## config.mk

```make
export PLATFORM = sky130hd
export DESIGN_NAME = json_string_unescape_utf8
export DESIGN_NICKNAME = d
export VERILOG_FILES = /design/src/hw/rtl/jsu_pkg.sv /design/src/hw/rtl/json_string_unescape_utf8.sv /design/src/hw/rtl/jsu_front.sv /design/src/hw/rtl/jsu_fifo.sv /design/src/hw/rtl/jsu_back.sv
export SDC_FILE = /design/constraint.sdc
export NUM_CORES = 1
export LEC_CHECK = 0
export BUFFER_PORTS_ARGS = -buffer_cell sky130_fd_sc_hd__buf_2
export CAP_MARGIN = 20
export CORE_MARGIN = 2
export CORE_UTILIZATION = 30
export CTS_BUF_LIST = sky130_fd_sc_hd__clkbuf_8 sky130_fd_sc_hd__clkbuf_16
export CTS_CLUSTER_DIAMETER = 80
export DETAILED_ROUTE_END_ITERATION = 16
export PLACE_DENSITY_LB_ADDON = 0.15
export SETUP_SLACK_MARGIN = 0.02
export SKIP_LAST_GASP = 1
export SLEW_MARGIN = 5
export SYNTH_ARGS = -nofsm -noshare
export SYNTH_HDL_FRONTEND = slang
export SYNTH_HIERARCHICAL = 1
export SYNTH_SLANG_ARGS = --single-unit
```

## constraint.sdc

```tcl
create_clock -name aclk -period 9 [get_ports aclk]
set_input_delay 0.9 -clock aclk [delete_from_list [all_inputs] [get_ports aclk]]
set_output_delay 0.9 -clock aclk [all_outputs]
set_load 0.02 [all_outputs]
```

## src/hw/rtl/jsu_pkg.sv

```systemverilog
// ----------------------------------------------------------------------------
// jsu_pkg
// Shared types and constants for the JSON string unescaper.
// ----------------------------------------------------------------------------
package jsu_pkg;

    localparam int QDEPTH     = 4;
    localparam int QAW        = $clog2(QDEPTH);
    localparam int WIN_DEPTH  = 12;
    localparam int CNT_W      = $clog2(WIN_DEPTH + 1);

    localparam logic [7:0] CH_BSLASH = 8'h5C;
    localparam logic [7:0] CH_U      = 8'h75;

    // classified input byte
    typedef struct packed {
        logic [7:0] data;
        logic [3:0] nib;
        logic       is_hex;
        logic       is_bslash;
        logic       is_u;
        logic       last;
    } entry_t;

    typedef enum logic [1:0] {
        BK_RESOLVE,
        BK_EMIT,
        BK_FINISH
    } back_state_t;

endpackage

```

## src/hw/rtl/json_string_unescape_utf8.sv

```systemverilog
// ----------------------------------------------------------------------------
// json_string_unescape_utf8
// Unescapes a JSON string body byte stream and emits UTF-8 bytes.
//
// Channel  Dir  tdata            tuser       tlast
// s_axis   in   [7:0] in_byte    -           in_last
// m_axis   out  [7:0] out_byte   [0] valid   out_last
//
// The back end loads a byte into the window only when no token at its head
// can yet be resolved; further UTF-8 bytes of a token go out one at a time, and
// an end of string whose last byte emitted nothing first flushes the held byte.
// aresetn (synchronous, active low) empties the queue, window and output.
// A stalled m_axis holds the back end; the 4-entry queue then fills and
// s_axis_tready falls.
// ----------------------------------------------------------------------------
module json_string_unescape_utf8 (
    input  logic        aclk,
    input  logic        aresetn,
    input  logic        s_axis_tvalid,
    output logic        s_axis_tready,
    input  logic [7:0]  s_axis_tdata,   // [7:0] in_byte
    input  logic        s_axis_tlast,
    output logic        m_axis_tvalid,
    input  logic        m_axis_tready,
    output logic [7:0]  m_axis_tdata,   // [7:0] out_byte
    output logic        m_axis_tuser,   // [0] out_valid
    output logic        m_axis_tlast
);

    logic               push_valid, push_ready;
    jsu_pkg::entry_t    push_entry;
    logic               pop_valid, pop_ready;
    jsu_pkg::entry_t    pop_entry;

    jsu_front u_front (
        .s_axis_tvalid (s_axis_tvalid),
        .s_axis_tready (s_axis_tready),
        .s_axis_tdata  (s_axis_tdata),
        .s_axis_tlast  (s_axis_tlast),
        .push_valid    (push_valid),
        .push_ready    (push_ready),
        .push_entry    (push_entry)
    );

    jsu_fifo u_fifo (
        .aclk       (aclk),
        .aresetn    (aresetn),
        .push_valid (push_valid),
        .push_ready (push_ready),
        .push_entry (push_entry),
        .pop_valid  (pop_valid),
        .pop_ready  (pop_ready),
        .pop_entry  (pop_entry)
    );

    jsu_back u_back (
        .aclk          (aclk),
        .aresetn       (aresetn),
        .pop_valid     (pop_valid),
        .pop_ready     (pop_ready),
        .pop_entry     (pop_entry),
        .m_axis_tvalid (m_axis_tvalid),
        .m_axis_tready (m_axis_tready),
        .m_axis_tdata  (m_axis_tdata),
        .m_axis_tuser  (m_axis_tuser),
        .m_axis_tlast  (m_axis_tlast)
    );

endmodule

```

## src/hw/rtl/jsu_front.sv

```systemverilog
// ----------------------------------------------------------------------------
// jsu_front
// Accepts input transfers and tags each byte with its hex value and class.
// ----------------------------------------------------------------------------
module jsu_front (
    input  logic               s_axis_tvalid,
    output logic               s_axis_tready,
    input  logic [7:0]         s_axis_tdata,   // [7:0] in_byte
    input  logic               s_axis_tlast,
    output logic               push_valid,
    input  logic               push_ready,
    output jsu_pkg::entry_t    push_entry
);

    logic [7:0] b;
    logic [3:0] nib;
    logic       hex;

    assign b = s_axis_tdata;

    always_comb begin
        nib = 4'd0;
        hex = 1'b0;
        if (b >= 8'h30 && b <= 8'h39) begin
            nib = b[3:0];
            hex = 1'b1;
        end else if ((b >= 8'h61 && b <= 8'h66) || (b >= 8'h41 && b <= 8'h46)) begin
            nib = b[3:0] + 4'd9;
            hex = 1'b1;
        end
    end

    always_comb begin
        push_entry.data      = b;
        push_entry.nib       = nib;
        push_entry.is_hex    = hex;
        push_entry.is_bslash = (b == jsu_pkg::CH_BSLASH);
        push_entry.is_u      = (b == jsu_pkg::CH_U);
        push_entry.last      = s_axis_tlast;
    end

    assign push_valid    = s_axis_tvalid;
    assign s_axis_tready = push_ready;

endmodule

```

## src/hw/rtl/jsu_fifo.sv

```systemverilog
// ----------------------------------------------------------------------------
// jsu_fifo
// Short queue of classified bytes between front and back end.
// ----------------------------------------------------------------------------
module jsu_fifo (
    input  logic               aclk,
    input  logic               aresetn,
    input  logic               push_valid,
    output logic               push_ready,
    input  jsu_pkg::entry_t    push_entry,
    output logic               pop_valid,
    input  logic               pop_ready,
    output jsu_pkg::entry_t    pop_entry
);

    jsu_pkg::entry_t          mem_reg [jsu_pkg::QDEPTH];
    logic [jsu_pkg::QAW:0]    wr_ptr_reg, wr_ptr_next;
    logic [jsu_pkg::QAW:0]    rd_ptr_reg, rd_ptr_next;
    logic                     do_push, do_pop;

    assign push_ready = !((wr_ptr_reg[jsu_pkg::QAW] != rd_ptr_reg[jsu_pkg::QAW]) &&
                          (wr_ptr_reg[jsu_pkg::QAW-1:0] == rd_ptr_reg[jsu_pkg::QAW-1:0]));
    assign pop_valid  = (wr_ptr_reg != rd_ptr_reg);
    assign pop_entry  = mem_reg[rd_ptr_reg[jsu_pkg::QAW-1:0]];

    assign do_push = push_valid && push_ready;
    assign do_pop  = pop_valid && pop_ready;

    always_comb begin
        wr_ptr_next = do_push ? wr_ptr_reg + 1'b1 : wr_ptr_reg;
        rd_ptr_next = do_pop  ? rd_ptr_reg + 1'b1 : rd_ptr_reg;
    end

    always_ff @(posedge aclk) begin
        if (!aresetn) begin
            wr_ptr_reg <= '0;
            rd_ptr_reg <= '0;
        end else begin
            wr_ptr_reg <= wr_ptr_next;
            rd_ptr_reg <= rd_ptr_next;
        end
    end

    always_ff @(posedge aclk) begin
        if (do_push) begin
            mem_reg[wr_ptr_reg[jsu_pkg::QAW-1:0]] <= push_entry;
        end
    end

endmodule

```

## src/hw/rtl/jsu_back.sv

```systemverilog
// ----------------------------------------------------------------------------
// jsu_back
// Holds the escape window, resolves one token per cycle when not stalled, encodes
// UTF-8 and drives the output register with one result of lookahead for tlast.
// ----------------------------------------------------------------------------
module jsu_back (
    input  logic               aclk,
    input  logic               aresetn,
    input  logic               pop_valid,
    output logic               pop_ready,
    input  jsu_pkg::entry_t    pop_entry,
    output logic               m_axis_tvalid,
    input  logic               m_axis_tready,
    output logic [7:0]         m_axis_tdata,   // [7:0] out_byte
    output logic               m_axis_tuser,   // [0] out_valid
    output logic               m_axis_tlast
);

    typedef enum logic [2:0] {
        DROP_NONE,
        DROP_1,
        DROP_2,
        DROP_6,
        DROP_ALL
    } drop_t;

    typedef struct packed {
        logic [2:0]  len;
        logic [31:0] bytes;
    } utf8_t;

    localparam logic [15:0] CP_REPL = 16'hFFFD;

    function automatic logic [7:0] esc_map(input logic [7:0] e);
        logic [7:0] r;
        case (e)
            8'h62:   r = 8'h08;
            8'h66:   r = 8'h0C;
            8'h6E:   r = 8'h0A;
            8'h72:   r = 8'h0D;
            8'h74:   r = 8'h09;
            default: r = e;
        endcase
        return r;
    endfunction

    function automatic utf8_t utf8_enc(input logic [20:0] cp);
        utf8_t u;
        u.bytes = '0;
        if (cp <= 21'h7F) begin
            u.len   = 3'd1;
            u.bytes = {24'd0, 1'b0, cp[6:0]};
        end else if (cp <= 21'h7FF) begin
            u.len   = 3'd2;
            u.bytes = {16'd0, 2'b10, cp[5:0], 3'b110, cp[10:6]};
        end else if (cp <= 21'hFFFF) begin
            u.len   = 3'd3;
            u.bytes = {8'd0, 2'b10, cp[5:0], 2'b10, cp[11:6], 4'b1110, cp[15:12]};
        end else begin
            u.len   = 3'd4;
            u.bytes = {2'b10, cp[5:0], 2'b10, cp[11:6], 2'b10, cp[17:12],
                       5'b11110, cp[20:18]};
        end
        return u;
    endfunction

    jsu_pkg::entry_t            win_reg [jsu_pkg::WIN_DEPTH];
    jsu_pkg::entry_t            win_next [jsu_pkg::WIN_DEPTH];
    logic [jsu_pkg::CNT_W-1:0]  cnt_reg, cnt_next;
    logic                       fin_reg, fin_next;
    logic                       fin_emit_reg, fin_emit_next;
    jsu_pkg::back_state_t       state_reg, state_next;
    logic [23:0]                emit_reg, emit_next;
    logic [1:0]                 left_reg, left_next;
    logic [7:0]                 pend_reg, pend_next;
    logic                       pend_vld_reg, pend_vld_next;
    logic                       tvalid_reg, tvalid_next;
    logic [7:0]                 tdata_reg, tdata_next;
    logic                       tuser_reg, tuser_next;
    logic                       tlast_reg, tlast_next;

    logic                       out_free;
    logic                       hex_a, hex_b, is_hi, is_lo, pair_ok;
    logic [15:0]                cp_a, cp_b;
    logic [20:0]                cp_full;
    logic                       dec_done;
    drop_t                      dec_drop;
    logic                       dec_use_cp;
    logic [20:0]                dec_cp;
    logic [7:0]                 dec_byte;
    utf8_t                      enc;
    logic [2:0]                 em_len;
    logic [31:0]                em_bytes;

    assign out_free = !tvalid_reg || m_axis_tready;

    assign hex_a   = win_reg[2].is_hex && win_reg[3].is_hex &&
                     win_reg[4].is_hex && win_reg[5].is_hex;
    assign hex_b   = win_reg[8].is_hex && win_reg[9].is_hex &&
                     win_reg[10].is_hex && win_reg[11].is_hex;
    assign cp_a    = {win_reg[2].nib, win_reg[3].nib, win_reg[4].nib, win_reg[5].nib};
    assign cp_b    = {win_reg[8].nib, win_reg[9].nib, win_reg[10].nib, win_reg[11].nib};
    assign is_hi   = (cp_a[15:10] == 6'b110110);
    assign is_lo   = (cp_a[15:10] == 6'b110111);
    assign pair_ok = win_reg[6].is_bslash && win_reg[7].is_u && hex_b &&
                     (cp_b[15:10] == 6'b110111);
    assign cp_full = 21'h10000 + 21'({cp_a[9:0], cp_b[9:0]});

    // token decode at the window head
    always_comb begin
        dec_done   = 1'b0;
        dec_drop   = DROP_NONE;
        dec_use_cp = 1'b0;
        dec_cp     = '0;
        dec_byte   = '0;
        if (cnt_reg == '0) begin
            dec_done = 1'b1;
        end else if (!win_reg[0].is_bslash) begin
            dec_byte = win_reg[0].data;
            dec_drop = DROP_1;
        end else if (cnt_reg < jsu_pkg::CNT_W'(2)) begin
            dec_done = 1'b1;
        end else if (!win_reg[1].is_u) begin
            dec_byte = esc_map(win_reg[1].data);
            dec_drop = DROP_2;
        end else if (cnt_reg < jsu_pkg::CNT_W'(6)) begin
            dec_done = 1'b1;
        end else if (!hex_a) begin
            dec_drop = DROP_2;
        end else if (is_hi) begin
            if (cnt_reg < jsu_pkg::CNT_W'(jsu_pkg::WIN_DEPTH) && !fin_reg) begin
                dec_done = 1'b1;
            end else if (cnt_reg == jsu_pkg::CNT_W'(jsu_pkg::WIN_DEPTH) && pair_ok) begin
                dec_use_cp = 1'b1;
                dec_cp     = cp_full;
                dec_drop   = DROP_ALL;
            end else begin
                dec_use_cp = 1'b1;
                dec_cp     = 21'(CP_REPL);
                dec_drop   = DROP_6;
            end
        end else if (is_lo) begin
            dec_use_cp = 1'b1;
            dec_cp     = 21'(CP_REPL);
            dec_drop   = DROP_6;
        end else begin
            dec_use_cp = 1'b1;
            dec_cp     = 21'(cp_a);
            dec_drop   = DROP_6;
        end
    end

    always_comb begin
        enc = utf8_enc(dec_cp);
        if (dec_use_cp) begin
            em_len   = enc.len;
            em_bytes = enc.bytes;
        end else if (dec_drop == DROP_1 || (dec_drop == DROP_2 && !win_reg[1].is_u)) begin
            em_len   = 3'd1;
            em_bytes = {24'd0, dec_byte};
        end else begin
            em_len   = 3'd0;
            em_bytes = '0;
        end
    end

    always_comb begin
        state_next    = state_reg;
        cnt_next      = cnt_reg;
        fin_next      = fin_reg;
        fin_emit_next = fin_emit_reg;
        emit_next     = emit_reg;
        left_next     = left_reg;
        pend_next     = pend_reg;
        pend_vld_next = pend_vld_reg;
        tvalid_next   = tvalid_reg && !m_axis_tready;
        tdata_next    = tdata_reg;
        tuser_next    = tuser_reg;
        tlast_next    = tlast_reg;
        pop_ready     = 1'b0;
        for (int i = 0; i < jsu_pkg::WIN_DEPTH; i++) begin
            win_next[i] = win_reg[i];
        end

        case (state_reg)
            jsu_pkg::BK_RESOLVE: begin
                if (dec_done) begin
                    if (fin_reg) begin
                        state_next = jsu_pkg::BK_FINISH;
                    end else if (pop_valid) begin
                        pop_ready = 1'b1;
                        for (int i = 0; i < jsu_pkg::WIN_DEPTH; i++) begin
                            if (cnt_reg == jsu_pkg::CNT_W'(i)) begin
                                win_next[i] = pop_entry;
                            end
                        end
                        cnt_next      = cnt_reg + 1'b1;
                        fin_next      = pop_entry.last;
                        fin_emit_next = 1'b0;
                    end
                end else if (!(em_len != 3'd0 && pend_vld_reg && !out_free)) begin
                    for (int i = 0; i < jsu_pkg::WIN_DEPTH; i++) begin
                        case (dec_drop)
                            DROP_1: if (i + 1 < jsu_pkg::WIN_DEPTH) win_next[i] = win_reg[i + 1];
                            DROP_2: if (i + 2 < jsu_pkg::WIN_DEPTH) win_next[i] = win_reg[i + 2];
                            DROP_6: if (i + 6 < jsu_pkg::WIN_DEPTH) win_next[i] = win_reg[i + 6];
                            default: win_next[i] = win_reg[i];
                        endcase
                    end
                    case (dec_drop)
                        DROP_1:   cnt_next = cnt_reg - jsu_pkg::CNT_W'(1);
                        DROP_2:   cnt_next = cnt_reg - jsu_pkg::CNT_W'(2);
                        DROP_6:   cnt_next = cnt_reg - jsu_pkg::CNT_W'(6);
                        DROP_ALL: cnt_next = '0;
                        default:  cnt_next = cnt_reg;
                    endcase
                    if (em_len != 3'd0) begin
                        if (pend_vld_reg) begin
                            tvalid_next = 1'b1;
                            tdata_next  = pend_reg;
                            tuser_next  = 1'b1;
                            tlast_next  = 1'b0;
                        end
                        if (fin_reg) begin
                            fin_emit_next = 1'b1;
                        end
                        pend_next     = em_bytes[7:0];
                        pend_vld_next = 1'b1;
                        if (em_len > 3'd1) begin
                            emit_next  = em_bytes[31:8];
                            left_next  = 2'(em_len - 3'd1);
                            state_next = jsu_pkg::BK_EMIT;
                        end
                    end
                end
            end
            jsu_pkg::BK_EMIT: begin
                if (out_free) begin
                    tvalid_next = 1'b1;
                    tdata_next  = pend_reg;
                    tuser_next  = 1'b1;
                    tlast_next  = 1'b0;
                    pend_next   = emit_reg[7:0];
                    emit_next   = {8'd0, emit_reg[23:8]};
                    left_next   = left_reg - 2'd1;
                    if (left_reg == 2'd1) begin
                        state_next = jsu_pkg::BK_RESOLVE;
                    end
                end
            end
            jsu_pkg::BK_FINISH: begin
                if (out_free) begin
                    tvalid_next = 1'b1;
                    if (pend_vld_reg && !fin_emit_reg) begin
                        // byte held from before the last transfer goes out first,
                        // then the empty end marker
                        tdata_next    = pend_reg;
                        tuser_next    = 1'b1;
                        tlast_next    = 1'b0;
                        pend_vld_next = 1'b0;
                    end else begin
                        tdata_next    = pend_vld_reg ? pend_reg : 8'd0;
                        tuser_next    = pend_vld_reg;
                        tlast_next    = 1'b1;
                        pend_vld_next = 1'b0;
                        cnt_next      = '0;
                        fin_next      = 1'b0;
                        fin_emit_next = 1'b0;
                        state_next    = jsu_pkg::BK_RESOLVE;
                    end
                end
            end
            default: begin
                state_next = jsu_pkg::BK_RESOLVE;
            end
        endcase
    end

    always_ff @(posedge aclk) begin
        if (!aresetn) begin
            state_reg    <= jsu_pkg::BK_RESOLVE;
            cnt_reg      <= '0;
            fin_reg      <= 1'b0;
            fin_emit_reg <= 1'b0;
            left_reg     <= '0;
            pend_vld_reg <= 1'b0;
            tvalid_reg   <= 1'b0;
        end else begin
            state_reg    <= state_next;
            cnt_reg      <= cnt_next;
            fin_reg      <= fin_next;
            fin_emit_reg <= fin_emit_next;
            left_reg     <= left_next;
            pend_vld_reg <= pend_vld_next;
            tvalid_reg   <= tvalid_next;
        end
    end

    always_ff @(posedge aclk) begin
        emit_reg  <= emit_next;
        pend_reg  <= pend_next;
        tdata_reg <= tdata_next;
        tuser_reg <= tuser_next;
        tlast_reg <= tlast_next;
        for (int i = 0; i < jsu_pkg::WIN_DEPTH; i++) begin
            win_reg[i] <= win_next[i];
        end
    end

    assign m_axis_tvalid = tvalid_reg;
    assign m_axis_tdata  = tdata_reg;
    assign m_axis_tuser  = tuser_reg;
    assign m_axis_tlast  = tlast_reg;

endmodule
```

; ---- Word level (Yosys, flattened, before mapping)
; Memories as Yosys holds them, arrays and structs flattened. A register that Yosys moved wholly into a read port is not among the register bits.
; Cells that the tools add are included.
[totals]
regBits = 60
ram_bits = 256
inputBits = 13
out_inout_bits = 12
elab_cells = 306
mem_count = 2
[classes]
add_sub_neg = 10
magnitude_cmp = 13
n_eq_ne = 50
muxes = 170
n_reduce_logical = 47
[memory_table]
columns = name, words, word_bits, read_ports, rd_clocked_by_memory_dff, wr, line_no
row1 = u_back.win_reg, 12, 16, 12, 0, 12, jsu_back.sv:67  ; jsu_pkg::entry_t win_reg [jsu_pkg::WIN_DEPTH];
row2 = u_fifo.mem_reg, 4, 16, 1, 1, 1, jsu_fifo.sv:16  ; jsu_pkg::entry_t mem_reg [jsu_pkg::QDEPTH];
[op_table]
columns = cell, count
row1 = $mux 192, 5
row2 = $pmux 16 s3, 6
row3 = $mux 16, 14
row4 = $mux 21, 9
row5 = $mux 8, 17
row6 = $pmux 16 s2, 4
row7 = $mux 24, 5
row8 = $mux 35, 3
row9 = $mux 1, 58
row10 = $eq 8x7->1 const B, 7
row11 = $pmux 24 s2, 1
row12 = $pmux 8 s5, 1
row13 = $mux 2, 16
row14 = $mux 32, 1
row15 = $mux 4, 8
row16 = $mux 3, 10
row17 = $pmux 8 s3, 1
row18 = $logic_and 1x1->1, 22
row19 = $add 17x20->21 const A, 1
row20 = $le 21x11->1 const B, 1
row21 = $le 21x16->1 const B, 1
row22 = $le 21x7->1 const B, 1
row23 = $eq 4x4->1 const B, 5
row24 = $eq 6x6->1 const B, 3
row25 = 51 further kinds, 90

; ---- Logic depth before layout (Yosys ltp)
; An unclocked memory read counts as a cell.
[depth]
ltp_word = 27
mapped_depth = 18
ltp_nobuf = 15

; ---- By module
; The synthesis kept the hierarchy.
[by_module_without_submodules]
columns = mod, n_inst, cells_each, area_per_inst_um2, seq_area_each_um2
row1 = jsu_back, 1, 1176, 12159.2, 6486.2
row2 = jsu_fifo, 1, 152, 2877.8, 2082.0
row3 = jsu_front, 1, 38, 307.8, 0.0

; ---- Worst setup path after synthesis
; OpenSTA, ideal clock, no wires.
[synth_path]
kind = reg2reg
from = reg u_back/cnt_reg[1] (netlist name)
to = mem u_back/win_reg[2][33] (netlist bit), enable pin
setup_ns = 0.410
t_arrival_ns = 4.651
required_ns = 8.590
setup_slack_ns = 3.939
path_stages_with_launch = 16
n_path_buf = 2
period_less_slack_ns = 5.061
path_cell_list = dfxtp_1 -> inv_1 -> ha_1 -> nand4_1 -> or4_1 -> buf_2 -> or2_1 -> buf_6 -> o221a_4 -> nor4_2 -> nand2_1 -> nand2_1 -> ha_1 -> a21oi_1 -> a31oi_1 -> a21boi_0
[synth_rtl]
columns = item, line_no
row1 = "end, declared", jsu_back.sv:67

==> run metrics <==
drt first pass iters 5; HP Class register to register; synthesized flop and latch total about 290; largest net degree at the start of global routing 103; EDFF count, synth 272; outcome finished clean; Worst Clk Skew about 39 ps; critical path peak fanout 13; CTS tree built; Core Region 50,400 um^2; WP data arrival 6400 ps; syn_nets 1,403; Post-synth ARST share 0%; peak supply drop 334 uV; Fill cells 5,039; GRT Overall Usage 15.2%; IO Pins 25; via count 10,600; syn_area_per_cell approximately 11 um^2; port buffer count 24; post-detail-place hpwl 28,700 um; sequential share of the synthesized area a little under three fifths; Overflow after GRT 0; Diodes inserted 0; RSZ-0062 raised after global routing no; Place WS 2910 ps; Initial Util 30.5%; Hold Fails Final Rpt 0; worst setup margin 2720 ps; Remaining DRCs 0; row count 82; warnings from Yosys 6; Mapped Cells 1,366; DP Area between 15,000 and 20,000 um^2; layout cell share with drive strength beyond 1 approximately 9.1%; Clock Path Buffers 3; Final min period ~6300 ps; kind of critical path register to register; FMAX 159 MHz; Num CTS Buffers 34; clock insertion delay at the later pin of the skew report between 500 and 600 ps; H-tree depth 2; die width 230 um; clk root buf clkbuf_16; die area 53,000 um^2; vias in the first global route 10,100; first-pass GRT wire length 63,100 um; synthesized area 15,300 um^2; top_reg_cell synth edfxtp_1; cell area after layout 17,000 um^2; DR WL/cell about 20 um; Worst-path clk slew around 60 ps; Worst setup EP type register; Synth cell types 79; setup TNS 0 ps; most common cell after layout, fill and taps aside edfxtp_1; gpl congestion 0.870; Worst Tran Pin Value roughly 1100 ps; Post-CTS Setup Repair Bufs 0; leakage 6.55 nW; drt initial violations 953; most frequent cells in the layout edfxtp_1, o21ai_0, mux2i_1; post-CTS sizing 0; initial antenna violation count 0; number of flip-flops in the largest register between 150 and 200; WP data required 9120 ps; Post-DRT Antenna Nets 0; Die Ht 230 um; PD cells 435 nW/um^2; final setup violation count 0; Min Hold Slack 494 ps; max_slew headroom ~29%; CP Launch Type register; via/cell ratio approximately 5.2; Sink Count 292; final critical-path share of the clock period 69.8%; nets 1,373; Max Cap Viol 0; P&R area growth vs syn 11.0%; number of hold buffers added after cts 0; routed wire length 40,600 um; Slew Viols, Final 0
==> routing by layer <==
metal	global-route usage, %	share of wire [%]	up-vias
met5	0	0	-
met4	4.19	1.9	0
met3	2.37	5.3	44
met2	21.9	43	287
met1	23.4	50	5133
li1	-	-	5091
==> worst max-delay path, cell delays in order (launching register included) <==
cell	delay [ps]
dfxtp_1	410
inv_1	190
ha_1	340
nand4_1	150
or4_1	720
or2_1	390
o211ai_1	500
and4_1	600
nand2_1	230
nand2_1	130
ha_1	210
a21oi_1	190
a31oi_1	510
nand2_1	360
a21oi_1	910
==> through the flow <==
step           cells  utilization, %  power, W
6_report        2027            33.8   0.00741
4_1_cts         2027            33.8   0.00747
3_5_place_dp    1972            31.8   0.00615
2_1_floorplan   1366               -   0.00508
3_3_place_gp    1972            31.8   0.00611
5_1_grt         2027            33.8   0.00794
==> cell type report <==
cell class | instances | area, um^2 | area share, %
clock buffers | 34 | 851 | 5.00
clock inverters | 21 | 166 | 0.977
inverters | 24 | 90.1 | 0.529
multi-input cells | 946 | 6290 | 36.9
flip-flops and latches | 292 | 8570 | 50.3
well taps | 672 | 841 | 4.94
repair buffers | 38 | 225 | 1.32
==> path summary, 6_finish.rpt <==
kind	startpoint	cells after the start	slack [ps]	to
min reg2reg	u_back/left_reg[0]	2	490	u_back/left_reg[0]
max	u_back/cnt_reg[1]	14	2720	u_back/win_reg[0][24]
max reg2reg	u_back/cnt_reg[1]	14	2720	u_back/win_reg[0][24]
min	u_back/left_reg[0]	2	490	u_back/left_reg[0]
==> where the power goes <==
part / switching (W) / leakage (nW) / total, W / internal [W]
registers: 0.000445 / 2.73 / 0.00292 / 0.00248
logic: 0.00217 / 3.30 / 0.00320 / 0.00103
clock network: 0.000544 / 0.522 / 0.00129 / 0.000742
total: 0.00316 / 6.55 / 0.00741 / 0.00425
==> synthesized netlist by cell type (all sizes together), types with 12 or more instances <==
cell	count	area [um^2]
nor2	121	454
mux2i	142	1420
buf	40	229
edfxtp	272	8170
a22oi	12	90.1
nor3	14	70.1
and2	21	131
a21oi	124	621
nand2	110	413
o21ai	177	886
ha	24	300
dfxtp	20	400
clkbuf	64	244
inv	24	90.1
mux4	16	360
nand3	19	95.1
==> cell families (layout without fill, tap and decap cells) <==
logic type | after synthesis | after routing | share of synthesized area (%)
mux | 161 | 161 | 11.9
buf+inv | 128 | 117 | 3.67
fa+ha+maj | 24 | 24 | 1.96
xor+xnor | 11 | 11 | 0.628
flops | 292 | 292 | 55.8
compound gates | 409 | 409 | 15.7
simple gates | 341 | 341 | 10.4
Note: power is estimated with default switching activity, not from simulation.
